## src/hdl/eat_pkg.sv

```systemverilog
// Shared types and constants for the coalescing event audit table.
package eat_pkg;

   // Field widths of one event word and one result word.
   localparam int CALL_W   = 10;
   localparam int PID_W    = 22;
   localparam int ARG_W    = 64;
   localparam int HITS_W   = 32;
   localparam int DESC_W   = 31;
   localparam int SLOT_W   = 6;
   localparam int INUSE_W  = 7;
   localparam int CSR_IDX_W  = 2;
   localparam int CSR_DATA_W = 32;

   // Reset value of the ioctl call number register.
   localparam logic [CALL_W-1:0] IOCTL_CALL_RESET = 10'd16;

   // Saturation value of an entry's hit count.
   localparam logic [HITS_W-1:0] HITS_MAX = '1;

   // Configuration register indexes.
   typedef enum logic [CSR_IDX_W-1:0] {
      CSR_EXEMPT_ENABLE = 2'd0,
      CSR_EXEMPT_DESC   = 2'd1,
      CSR_IOCTL_CALL    = 2'd2
   } csr_index_type;

   // What happened to one event.
   typedef enum logic [1:0] {
      OUT_EXEMPT  = 2'd0,
      OUT_MERGED  = 2'd1,
      OUT_NEW     = 2'd2,
      OUT_DROPPED = 2'd3
   } outcome_type;

   // Lookup sequencer states.
   typedef enum logic [1:0] {
      ST_IDLE   = 2'd0,
      ST_SCAN   = 2'd1,
      ST_FINISH = 2'd2
   } state_type;

   // Configuration seen by the lookup engine.
   typedef struct packed {
      logic              exempt_enable;
      logic [DESC_W-1:0] exempt_descriptor;
      logic [CALL_W-1:0] ioctl_call_number;
   } cfg_type;

   // One stored table entry: the key, the creating pid and the hit count.
   typedef struct packed {
      logic [CALL_W-1:0] call_number;
      logic [ARG_W-1:0]  arg_a;
      logic [ARG_W-1:0]  arg_b;
      logic [ARG_W-1:0]  arg_c;
      logic [PID_W-1:0]  origin_pid;
      logic [HITS_W-1:0] hits;
   } entry_type;

   // One result word.
   typedef struct packed {
      outcome_type        outcome;
      logic [SLOT_W-1:0]  entry_index;
      logic [HITS_W-1:0]  entry_hits;
      logic [PID_W-1:0]   first_pid;
      logic [INUSE_W-1:0] entries_in_use;
   } rsp_type;

endpackage

```

## src/hdl/eat_csr.sv

```systemverilog
// Configuration registers of the audit table, written over the csr channel.
module eat_csr
   import eat_pkg::*;
(
   input  logic                  clock,
   input  logic                  reset,
   input  logic                  csr_valid,
   output logic                  csr_ready,
   input  logic [CSR_IDX_W-1:0]  csr_index,
   input  logic [CSR_DATA_W-1:0] csr_wdata,
   output cfg_type               cfg
);

   logic              exempt_enable_ff;
   logic [DESC_W-1:0] exempt_desc_ff;
   logic [CALL_W-1:0] ioctl_call_ff;

   // Writes are always taken.
   assign csr_ready = 1'b1;

   // Each register keeps only its own width of the written word.
   always_ff @(posedge clock) begin
      if (reset) begin
         exempt_enable_ff <= 1'b0;
         exempt_desc_ff   <= '0;
         ioctl_call_ff    <= IOCTL_CALL_RESET;
      end else if (csr_valid && csr_ready) begin
         case (csr_index)
            CSR_EXEMPT_ENABLE: exempt_enable_ff <= csr_wdata[0];
            CSR_EXEMPT_DESC:   exempt_desc_ff   <= csr_wdata[DESC_W-1:0];
            CSR_IOCTL_CALL:    ioctl_call_ff    <= csr_wdata[CALL_W-1:0];
            default: begin
            end
         endcase
      end
   end

   assign cfg.exempt_enable     = exempt_enable_ff;
   assign cfg.exempt_descriptor = exempt_desc_ff;
   assign cfg.ioctl_call_number = ioctl_call_ff;

endmodule

```

## config.mk

```make
export PLATFORM = sky130hd
export DESIGN_NAME = eat_csr
export DESIGN_NICKNAME = d
export VERILOG_FILES = /design/src/hdl/eat_pkg.sv /design/src/hdl/eat_csr.sv
export SDC_FILE = /design/constraint.sdc
export NUM_CORES = 1
export LEC_CHECK = 0
export BUFFER_PORTS_ARGS = -buffer_cell sky130_fd_sc_hd__buf_2
export CAP_MARGIN = 10
export CORE_MARGIN = 4
export CORE_UTILIZATION = 53
export CTS_BUF_LIST = sky130_fd_sc_hd__clkbuf_2
export DETAILED_ROUTE_END_ITERATION = 6
export GPL_TIMING_DRIVEN = 0
export PLACE_DENSITY = 0.86
export REMOVE_ABC_BUFFERS = 1
export SLEW_MARGIN = 15
export SYNTH_ARGS = -nofsm -noshare
export SYNTH_HDL_FRONTEND = slang
export SYNTH_SLANG_ARGS = --single-unit
```

## constraint.sdc

```tcl
create_clock -name clock -period 1.1 [get_ports clock]
set_input_delay 0.055 -clock clock [delete_from_list [all_inputs] [get_ports clock]]
set_output_delay 0.055 -clock clock [all_outputs]
set_load 0.03 [all_outputs]
```

# Word-level counts from Yosys, hierarchy flattened
# Index checks and enable logic that the tools add are counted.
# word_totals
ff_bits	42
out_inout_bits	43
inputBits	37
wordCells	9
# classes
reduce_logical	4
eq_ne	2
# ops
operator	n
2-bit AND reduction	3
2-bit by 1-bit equality test with 1-bit output, second input constant	1
2-bit equality test, second input constant	1
2-bit zero test	1

# Logic depth before layout (Yosys ltp)
# depth
ltp_word	2
ltp_mapped	4
mapped_depth_nobuf	2

# Least setup slack after synthesis
# OpenSTA, ideal clock, no wires.
# synth_timing
kind	input-to-reg
startpoint	input port csr_index[1]
endpoint	register exempt_desc_ff[0]
arrival_time_ns	0.677
setup_ns	0.072
required_ns	1.028
slack_ns	0.351
n_path_buf	2
cell_stages	4
path_cell_list	and3b_1 buf_6 buf_12 mux2i_1
# synth_between
elab_chain_cells	2
# synth_lines
item	line_no	source
from (decl)	eat_csr.sv:9	input logic [CSR_IDX_W-1:0] csr_index,
2-bit by 1-bit equality test with 1-bit output	eat_csr.sv:28	case (csr_index)
2-bit AND reduction (no line)	--	
to (signal assigned)	eat_csr.sv:30	CSR_EXEMPT_DESC: exempt_desc_ff <= csr_wdata[DESC_W-1:0];
to (decl)	eat_csr.sv:15	logic [DESC_W-1:0] exempt_desc_ff;
# Every way passes these cells.
# A chain may end at the register's enable or synchronous reset.

# Final worst setup path
# layout_timing
startpoint	register exempt_desc_ff[25]
endpoint	output port cfg[35] (netlist bit)
# layout_lines
item	line_no	source
to (decl)	eat_csr.sv:11	output cfg_type cfg
# No word-level cell between the ends.

==> impl_metrics.py <==
metrics = {
    "placement": {
        "port_buffers": 77,
        "dp_hpwl_um": 2440,
        "place_congestion": 0.613,
        "placement.setup.worst_slack_ns": -0.0951,
        "dp_cells": 286,
        "dpl_cell_area_mm2": 0.00221,
    },
    "sta": {
        "min_period_ns": 1.03,
        "timing_hold_violations_final": 0,
        "fin_skew_ns": 0,
        "number_of_endpoints_failing_setup_at_the_final_stage": 0,
        "report.final.slew_viol_count": 0,
        "final.setup.worst_slack_ns": 0.0655,
        "worst_pin_slew_ns": 0.866,
        "final.setup.tns_ns": 0,
        "min_period_over_period_pct": 94.0,
        "maxSlewHeadroom_pct": 42.3,
        "maximum_achievable_frequency_ghz": 0.967,
        "timing.hold.ws_ns": 0.211,
    },
    "routing": {
        "count_of_routing_violations_after_the_opening_detailed_route_iteration": 63,
        "num_vias": 1538,
        "post-route-drc-count": 0,
        "totalWireLength_um": 4360,
        "drt_pass1_iterations": 4,
        "routedWlPerCell_um": 13.3,
        "detail_route.vias_per_cell": 4.69,
        "route.antenna.remaining_nets": 0,
    },
    "die": {
        "row_cnt": 21,
        "die_span_y_um": 67.4,
        "die_area_mm2": 0.00454,
        "design.portCount": 80,
        "start_util_pct": 55.6,
        "core_mm2": 0.00336,
        "die_width_um": 67.4,
    },
    "worst_setup_path": {
        "critical_path.cell_chain": "buf_2",
        "worst-setup-path-type": "reg -> out",
        "critical_path_arrival_ns": 0.98,
        "slowest_delay_ns": 0.38,
        "crit_path_end_kind": "output port",
        "startpoint_class_of_the_critical_path": "register",
        "cp.buffers_inverters": 1,
        "worstPathMaxFanout": 2,
        "critical-path-slowest-cell": "dfxtp_1",
        "required_time_worst_endpoint_ns": 1.04,
        "path_delay_family": "flip-flops",
    },
    "logic_synthesis": {
        "sequential_share_of_the_synthesized_area_pct": 45.0,
        "ys_seq_elements": 42,
        "post_synth_num_cell_types": 13,
        "share_of_yosys_cell_area_claimed_by_the_top_area_cell_type_pct": 45.0,
        "post_synth_instance_area_mm2": 0.00187,
        "netlist_top_cells_area": "dfxtp_1 45%, nand2b_1 24%, mux2i_1 22%, buf_12 3.2%, clkbuf_1 1.4%",
        "yosys_warnings": 0,
        "yosysTopAreaCell": "dfxtp_1",
        "synthCells": 177,
        "synth_area_per_cell_um2": 10.6,
    },
    "finish": {
        "final_layout_size_suffix_gt1_share_pct": 39.4,
        "num_antenna_cells": 0,
        "layout.nets": 318,
        "area_growth_pct": 45.7,
        "post-route-cell-area_mm2": 0.00272,
        "finalNonFillerCells": 328,
        "final_core_util_pct": 81.0,
    },
    "clocking": {
        "cts-root-to-sink-buffers": 2,
        "clockRootBuffer": "clkbuf_2",
        "cts_tree": "done",
        "clkTransAtPathRegs_ns": 0.21,
        "clock_latency_ns": 0.39,
        "numCtsBuffers": 5,
        "cts_num_sinks": 42,
        "h-tree-depth": 2,
    },
    "worst_hold_path": {
        "hold_class": "in -> reg",
    },
    "power": {
        "totalPowerFinal_mw": 3.04,
        "maximum_vdd_drop_mv": 0.960,
        "pwr_density_cell_mw_per_mm2": 1120,
        "p_leak_nw": 1.22,
    },
    "global_route": {
        "globalRouteOverflowTotal": 0,
        "antenna_found_initial": 0,
        "globalRouteTotalUtil_pct": 19.8,
        "grt_pass1_vias": 1425,
        "grt_start_max_net_pins": 75,
        "global_route_wire_length_before_repair_um": 6580,
    },
    "job": {
        "max-cap-violations": 0,
    },
    "run_status": {
        "outcome": "complete, no violations",
    },
}
layout make-up:
cell class / instances / area [um2]
clock buffers: 5 / 25.0
clock inverters: 3 / 40.0
fillers: 201 / 639
multi-input cells: 120 / 907
flip-flops and latches: 42 / 871
well taps: 46 / 57.6
repair buffers: 112 / 823
cell families (layout without fill, tap and decap cells):
family / after synthesis / after routing / synth area share [%]
and+or+nand+nor: 77 / 77 / 25.8
buffers and inverters: 15 / 120 / 6.56
muxes: 42 / 42 / 22.5
other: 1 / 1 / 0.201
DFF: 42 / 42 / 45.0
layer usage:
layer,track usage (%),up-vias,wire (um)
met5,0,-,0
met4,9.87,0,100
met3,6.49,9,372
met2,32.6,66,1990
met1,22.9,690,1900
li1,-,773,-
flip-flops by register name, summed over array words and instances (netlist names):
signal / cells
exempt_enable_ff: 1
exempt_desc_ff: 31
ioctl_call_ff: 10
placed cells by master (no fill, tap or decap):
cell type / n
nor2_1: 2
bufinv_16: 1
nand2b_1: 72
and3b_2: 1
conb_1: 1
buf_4: 3
nand3b_1: 1
buf_12: 1
clkbuf_2: 5
dfxtp_1: 18
buf_2: 46
clkinv_2: 2
dlygate4sd3_1: 34
mux2i_1: 42
nor3b_1: 1
clkbuf_4: 28
dfxtp_2: 24
Yosys cell counts:
library cell and n:
mux2i_1 42, buf_6 1, buf_2 2, nand3b_1 1
nand2b_1 72, and3b_1 1, nor3b_1 1, dfxtp_1 42
buf_4 2, nor2_1 2, clkbuf_1 7, buf_12 3
conb_1 1
power by group:
group	total, mW	internal [mW]	leakage, nW	switching (mW)
clock network	0.880	0.377	0.0427	0.503
logic	0.551	0.282	0.826	0.269
registers	1.61	1.58	0.353	0.0280
total	3.04	2.24	1.22	0.800
final timing paths:
path	slack [ns]	to	startpoint	cells past startpoint
worst max register to register	0.40	exempt_desc_ff[15]	exempt_desc_ff[15]	2
worst min-delay path	0.21	exempt_desc_ff[9]	csr_index[1]	3
worst max-delay path	0.07	cfg[35]	exempt_desc_ff[25]	1
worst min register to register	0.49	exempt_desc_ff[5]	exempt_desc_ff[5]	2
repair_timing:
| item | in CTS | in global routing |
|---|---|---|
| endpoints found under the hold margin | 42 | 0 |
| setup endpoints to repair | 0 | 31 |
| hold buffers | 34 | 0 |
| setup buffers | 0 | 0 |
| resized for setup | 0 | 58 |
Note: power is estimated with default switching activity, not from simulation.
