<file path="src/hdl/eat_pkg.sv">
// Shared types and constants for the coalescing event audit table.
package eat_pkg;

   // Field widths of one event word and one result word.
   localparam int CALL_W   = 10;
   localparam int PID_W    = 22;
   localparam int ARG_W    = 64;
   localparam int HITS_W   = 32;
   localparam int DESC_W   = 31;
   localparam int SLOT_W   = 6;
   localparam int INUSE_W  = 7;
   localparam int CSR_IDX_W  = 2;
   localparam int CSR_DATA_W = 32;

   // Reset value of the ioctl call number register.
   localparam logic [CALL_W-1:0] IOCTL_CALL_RESET = 10'd16;

   // Saturation value of an entry's hit count.
   localparam logic [HITS_W-1:0] HITS_MAX = '1;

   // Configuration register indexes.
   typedef enum logic [CSR_IDX_W-1:0] {
      CSR_EXEMPT_ENABLE = 2'd0,
      CSR_EXEMPT_DESC   = 2'd1,
      CSR_IOCTL_CALL    = 2'd2
   } csr_index_type;

   // What happened to one event.
   typedef enum logic [1:0] {
      OUT_EXEMPT  = 2'd0,
      OUT_MERGED  = 2'd1,
      OUT_NEW     = 2'd2,
      OUT_DROPPED = 2'd3
   } outcome_type;

   // Lookup sequencer states.
   typedef enum logic [1:0] {
      ST_IDLE   = 2'd0,
      ST_SCAN   = 2'd1,
      ST_FINISH = 2'd2
   } state_type;

   // Configuration seen by the lookup engine.
   typedef struct packed {
      logic              exempt_enable;
      logic [DESC_W-1:0] exempt_descriptor;
      logic [CALL_W-1:0] ioctl_call_number;
   } cfg_type;

   // One stored table entry: the key, the creating pid and the hit count.
   typedef struct packed {
      logic [CALL_W-1:0] call_number;
      logic [ARG_W-1:0]  arg_a;
      logic [ARG_W-1:0]  arg_b;
      logic [ARG_W-1:0]  arg_c;
      logic [PID_W-1:0]  origin_pid;
      logic [HITS_W-1:0] hits;
   } entry_type;

   // One result word.
   typedef struct packed {
      outcome_type        outcome;
      logic [SLOT_W-1:0]  entry_index;
      logic [HITS_W-1:0]  entry_hits;
      logic [PID_W-1:0]   first_pid;
      logic [INUSE_W-1:0] entries_in_use;
   } rsp_type;

endpackage

</file>
<file path="src/hdl/eat_rsp_reg.sv">
// Output register that holds one result word until the consumer takes it.
module eat_rsp_reg
   import eat_pkg::*;
(
   input  logic               clock,
   input  logic               reset,
   input  logic               push,
   input  rsp_type            push_word,
   output logic               out_free,
   output logic               rsp_valid,
   input  logic               rsp_stall,
   output logic [1:0]         rsp_outcome,
   output logic [SLOT_W-1:0]  rsp_entry_index,
   output logic [HITS_W-1:0]  rsp_entry_hits,
   output logic [PID_W-1:0]   rsp_first_pid,
   output logic [INUSE_W-1:0] rsp_entries_in_use
);

   logic    valid_ff;
   logic    valid_in;
   rsp_type word_ff;

   // The slot can take a new word when empty or when the held word leaves now.
   assign out_free = !valid_ff || !rsp_stall;
   assign valid_in = push || (valid_ff && rsp_stall);

   always_ff @(posedge clock) begin
      if (reset) begin
         valid_ff <= 1'b0;
      end else begin
         valid_ff <= valid_in;
      end
   end

   // The word itself needs no reset.
   always_ff @(posedge clock) begin
      if (push) begin
         word_ff <= push_word;
      end
   end

   assign rsp_valid          = valid_ff;
   assign rsp_outcome        = word_ff.outcome;
   assign rsp_entry_index    = word_ff.entry_index;
   assign rsp_entry_hits     = word_ff.entry_hits;
   assign rsp_first_pid      = word_ff.first_pid;
   assign rsp_entries_in_use = word_ff.entries_in_use;

endmodule

</file>
<file path="config.mk">
export PLATFORM = sky130hd
export DESIGN_NAME = eat_rsp_reg
export DESIGN_NICKNAME = d
export VERILOG_FILES = /design/src/hdl/eat_pkg.sv /design/src/hdl/eat_rsp_reg.sv
export SDC_FILE = /design/constraint.sdc
export NUM_CORES = 1
export LEC_CHECK = 0
export ABC_AREA = 1
export BUFFER_PORTS_ARGS = -buffer_cell sky130_fd_sc_hd__buf_2
export CORE_MARGIN = 2
export CORE_UTILIZATION = 36
export DETAILED_ROUTE_END_ITERATION = 10
export PLACE_DENSITY = 0.74
export SYNTH_ARGS = -nofsm -noshare
export SYNTH_HDL_FRONTEND = slang
export SYNTH_SLANG_ARGS = --single-unit
</file>
<file path="constraint.sdc">
create_clock -name clock -period 0.8 [get_ports clock]
set_clock_uncertainty 0.05 [all_clocks]
set_input_delay 0.12 -clock clock [delete_from_list [all_inputs] [get_ports clock]]
set_output_delay 0.12 -clock clock [all_outputs]
set_load 0.02 [all_outputs]
</file>
### Word level (Yosys, flattened, before mapping)

Cells that the tools add are included.

| word-level totals | value |
|---|---|
| output and inout bits | 71 |
| bits in latches | 0 |
| input bits | 73 |
| RAM bits | 0 |
| ROM bits | 0 |
| logic and storage cells | 11 |
| flip-flop bits (word level) | 70 |
| memories kept | 0 |

| operators by class | value |
|---|---|
| divide/modulo/power cells | 0 |
| $mul | 0 |
| equality and inequality tests | 0 |
| bitwise logic cells | 0 |
| muxes and demuxes | 0 |
| magnitude comparators | 0 |
| reductions and logical operators | 5 |
| shifts and indexed selects | 0 |
| add/subtract/negate cells | 0 |

Operators by type and width:

| kind | number |
|---|---|
| $logic_not A1 Y1 | 2 |
| $logic_or A1 B1 Y1 | 2 |
| $logic_and A1 B1 Y1 | 1 |

### Depth between registers and ports, before layout

| depth | value |
|---|---|
| depth in word-level cells | 2 |
| mapped depth | 2 |
| gate-level depth less buffers | 2 |

### Worst setup path before layout

Ideal clock, no wire load.

| timing path | value |
|---|---|
| path type | register -> register |
| start point | register valid_ff, in the netlist rsp_valid |
| end point | register valid_ff, in the netlist rsp_valid |
| cell stages (with the launch flop) | 3 |
| data arrival time | 706 ps |
| path buffers | 0 |
| library setup time | 66 ps |
| data required time | 684 ps |
| path slack | -22 ps |
| clock period less this slack | 822 ps |
| cells stage by stage | dfxtp_1 nand2_2 a21oi_2 |

| on the way | value |
|---|---|
| cells in the longest elaborated chain, start to end | 2 |

RTL lines:

| item | line | RTL |
|---|---|---|
| from (decl) | eat_rsp_reg.sv:19 | `logic valid_ff;` |
| from (signal assigned) | eat_rsp_reg.sv:31 | `valid_ff <= valid_in;` |
| $logic_and A1 B1 Y1 | eat_rsp_reg.sv:25 | `assign valid_in = push \|\| (valid_ff && rsp_stall);` |
| $logic_or A1 B1 Y1 | eat_rsp_reg.sv:25 |  |

Every way passes these cells.
A chain may end at the register's enable or synchronous reset.

### Worst setup path after layout

| timing path | value |
|---|---|
| start point | register word_ff, in the netlist rsp_entry_hits[27] |
| end point | output rsp_entry_hits[27] |

RTL lines:

| item | line | RTL |
|---|---|---|
| from (decl) | eat_rsp_reg.sv:21 | `rsp_type word_ff;` |
| from (signal assigned) | eat_rsp_reg.sv:38 | `word_ff <= push_word;` |
| to (decl) | eat_rsp_reg.sv:14 | `output logic [HITS_W-1:0] rsp_entry_hits,` |

No word-level cell between the ends.

==> impl_metrics.py <==
metrics = {
    "run_status": {
        "status": "finished with violations",
        "violations": "setup timing",
    },
    "pwr": {
        "irDropWorstVdd_uv": 1323,
        "p_switching_w": 0.002142,
        "p_sw_share_pct": 24.62,
        "intPower_w": 0.006559,
        "power_leakage_nw": 1.785,
        "powerDensity_nw_per_um2": 2070,
        "p_seq_share_pct": 51.6,
        "p_comb_share_pct": 17.1,
        "clkPwrFrac_pct": 31.3,
    },
    "clock_network": {
        "cts_num_sinks": 70,
        "cts_max_level": 3,
        "clk_pin_slew_ns": 0.08,
        "cts-root-buf": "clkbuf_8",
        "clock_path_buffers": 2,
        "cts_buffers": 9,
        "worstSkewPairLatency_ns": 0.34,
        "tritoncts": "yes",
    },
    "setup_path": {
        "cp-start-kind": "register",
        "crit_type": "register to output port",
        "arrival_ns": 0.94,
        "cp_slowest_stage_delay_ns": 0.43,
        "worstPathRequired_ns": 0.63,
        "crit_buf_inv": 1,
        "cp_max_fo": 1,
        "crit_path_cell_trace": "buf_6",
        "crit_slowest_cell": "edfxtp_1",
        "end_kind": "output port",
        "crit_family": "flip-flops",
    },
    "sta": {
        "finalSetupViolCount": 71,
        "relSlewSlack_pct": 88.25,
        "period_needed_ns": 1.105,
        "finalHoldViolCount": 0,
        "fin_setup_tns_ns": -17.91,
        "hold_ws_ns": 0.1051,
        "fmax_ghz": 0.9048,
        "finalCritPeriodShare_pct": 138.1,
        "rsz0062_at_grt": "true",
        "fin_ws_ns": -0.3052,
        "tightest_slew_ns": 0.1762,
        "final_max_slew_viol_count": 0,
    },
    "routing": {
        "wire_per_inst_um": 18.63,
        "first_pass_iters": 4,
        "drtIter0Drc": 89,
        "detail_route.wirelength_um": 7060,
        "antenna_left": 0,
        "drc": 0,
        "viasPerCell": 4.470,
        "vias": 1694,
    },
    "placed_design": {
        "portBuffers": 143,
        "pre_cts_slack_ns": -0.08882,
        "dpl.hpwl_um": 3423,
        "gp_congestion": 0.6656,
    },
    "layout": {
        "antenna-diode-count": 0,
        "syn2layout_area_growth_pct": 99.11,
        "layout-drive-gt1-share_pct": 53.42,
        "finalNetCount": 375,
        "fin_util_pct": 75.40,
    },
    "die": {
        "initial_core_util_pct": 37.87,
        "die_y_um": 80.57,
        "fp.dieW_um": 80.57,
        "row_count": 27,
        "die-area_um2": 6492,
        "core_um2": 5574,
        "io_pins": 144,
    },
    "global_routing": {
        "grt_max_degree": 33,
        "grt_overflow_total": 0,
        "track_usage_pct": 20.12,
        "grt_pass1_wl_um": 9045,
        "antenna_found_initial": 0,
        "grt_pass1_vias": 1849,
    },
    "synth": {
        "synthDistinctLibCells": 5,
        "synth-seq-area-share_pct": 99.11,
        "yosysWarnings": 0,
        "yosysTopAreaCell": "edfxtp_1",
        "syn_avg_cell_area_um2": 28.91,
        "syn_inst": 73,
        "syn_area_um2": 2111,
        "synth_seq_cells": 70,
        "synth_area_leaders": "edfxtp_1, dfxtp_1, a21oi_2",
        "synth_top_area_share_pct": 98.16,
        "synthesis.nets": 146,
    },
    "run": {
        "drv_cap": 0,
    },
    "min_path": {
        "hold_path.class": "input pin to register",
    },
}
[cells in the mapped netlist]
cell      number
nand2_2        1
dfxtp_1        1
a21oi_2        1
edfxtp_1      69
inv_1          1
[path summary, 6_finish.rpt]
check	start	to	slack [ns]	cells after the start
max reg2reg	rsp_valid	rsp_valid	0.02	3
max	rsp_entry_hits[27]	rsp_entry_hits[27]	-0.31	1
min	rsp_stall	rsp_valid	0.11	4
min reg2reg	rsp_valid	rsp_valid	0.57	3
[flip-flops by register name (all words and copies together), names as in the netlist]
| register | flops |
|---|---|
| rsp_entry_hits | 32 |
| rsp_first_pid | 22 |
| rsp_entries_in_use | 7 |
| rsp_entry_index | 6 |
| rsp_outcome | 2 |
| rsp_valid | 1 |
[power groups by stage]
stage / registers (W) / logic, W / clock network, W
after floorplan: 0.00489 / 0.00000921 / 0
after global placement: 0.00448 / 0.000924 / 0
after detailed placement: 0.00449 / 0.000941 / 0
after CTS: 0.00444 / 0.00130 / 0.00274
after global routing: 0.00451 / 0.00155 / 0.00291
final: 0.00449 / 0.00149 / 0.00272
[timing repair]
item / in CTS / in global routing
endpoints found under the hold margin: 70 / 0
pin swaps: 1 / 1
buffers inserted: 0 / 1
resized for setup: 44 / 66
hold buffers: 70 / 0
setup endpoints to repair: 71 / 71
[metal layers]
| metal | track usage, % | part of all wire, % | vias to the layer above |
|---|---|---|---|
| met3 | 11.80 | 12 | 15 |
| met1 | 19.15 | 34 | 810 |
| met5 | 0 | 0 | - |
| met2 | 34.42 | 53 | 120 |
| met4 | 9.492 | 1.7 | 0 |
| li1 | - | - | 749 |
[metrics by stage]
step,std cells,power [W],area (um^2)
3_5_place_dp,292,0.005435,2973
4_1_cts,378,0.008485,4000
2_1_floorplan,73,0.004896,2112
5_1_grt,379,0.008978,4203
6_report,379,0.008700,4203
3_3_place_gp,292,0.005406,2973
[cells in the final DEF (no fill, tap or decap)]
master / netlist / layout
dfxtp_4: 0 / 1
buf_4: 0 / 3
inv_1: 1 / 1
buf_6: 0 / 52
edfxtp_1: 69 / 69
clkinv_4: 0 / 1
dlygate4sd3_1: 0 / 70
clkinv_1: 0 / 3
buf_12: 0 / 2
a21oi_2: 1 / 1
clkbuf_8: 0 / 9
bufinv_16: 0 / 1
clkinvlp_4: 0 / 2
nand2_4: 0 / 1
buf_2: 0 / 91
[cell families after synthesis]
logic type | share of synthesized area [%]
and+or+nand+nor | 0.2966
buffers and inverters | 0.1777
DFF | 99.11
AOI/OAI and AO/OA | 0.4150
[final cells by class]
type	count	area (um^2)
flip-flops and latches	70	2096
repair buffers	218	1804
fillers	315	1371
clock buffers	9	123.9
well taps	72	90.09
clock inverters	7	65.06
multi-input cells	2	20.02
inverters	1	3.754
(Power assumes the default switching activity.)
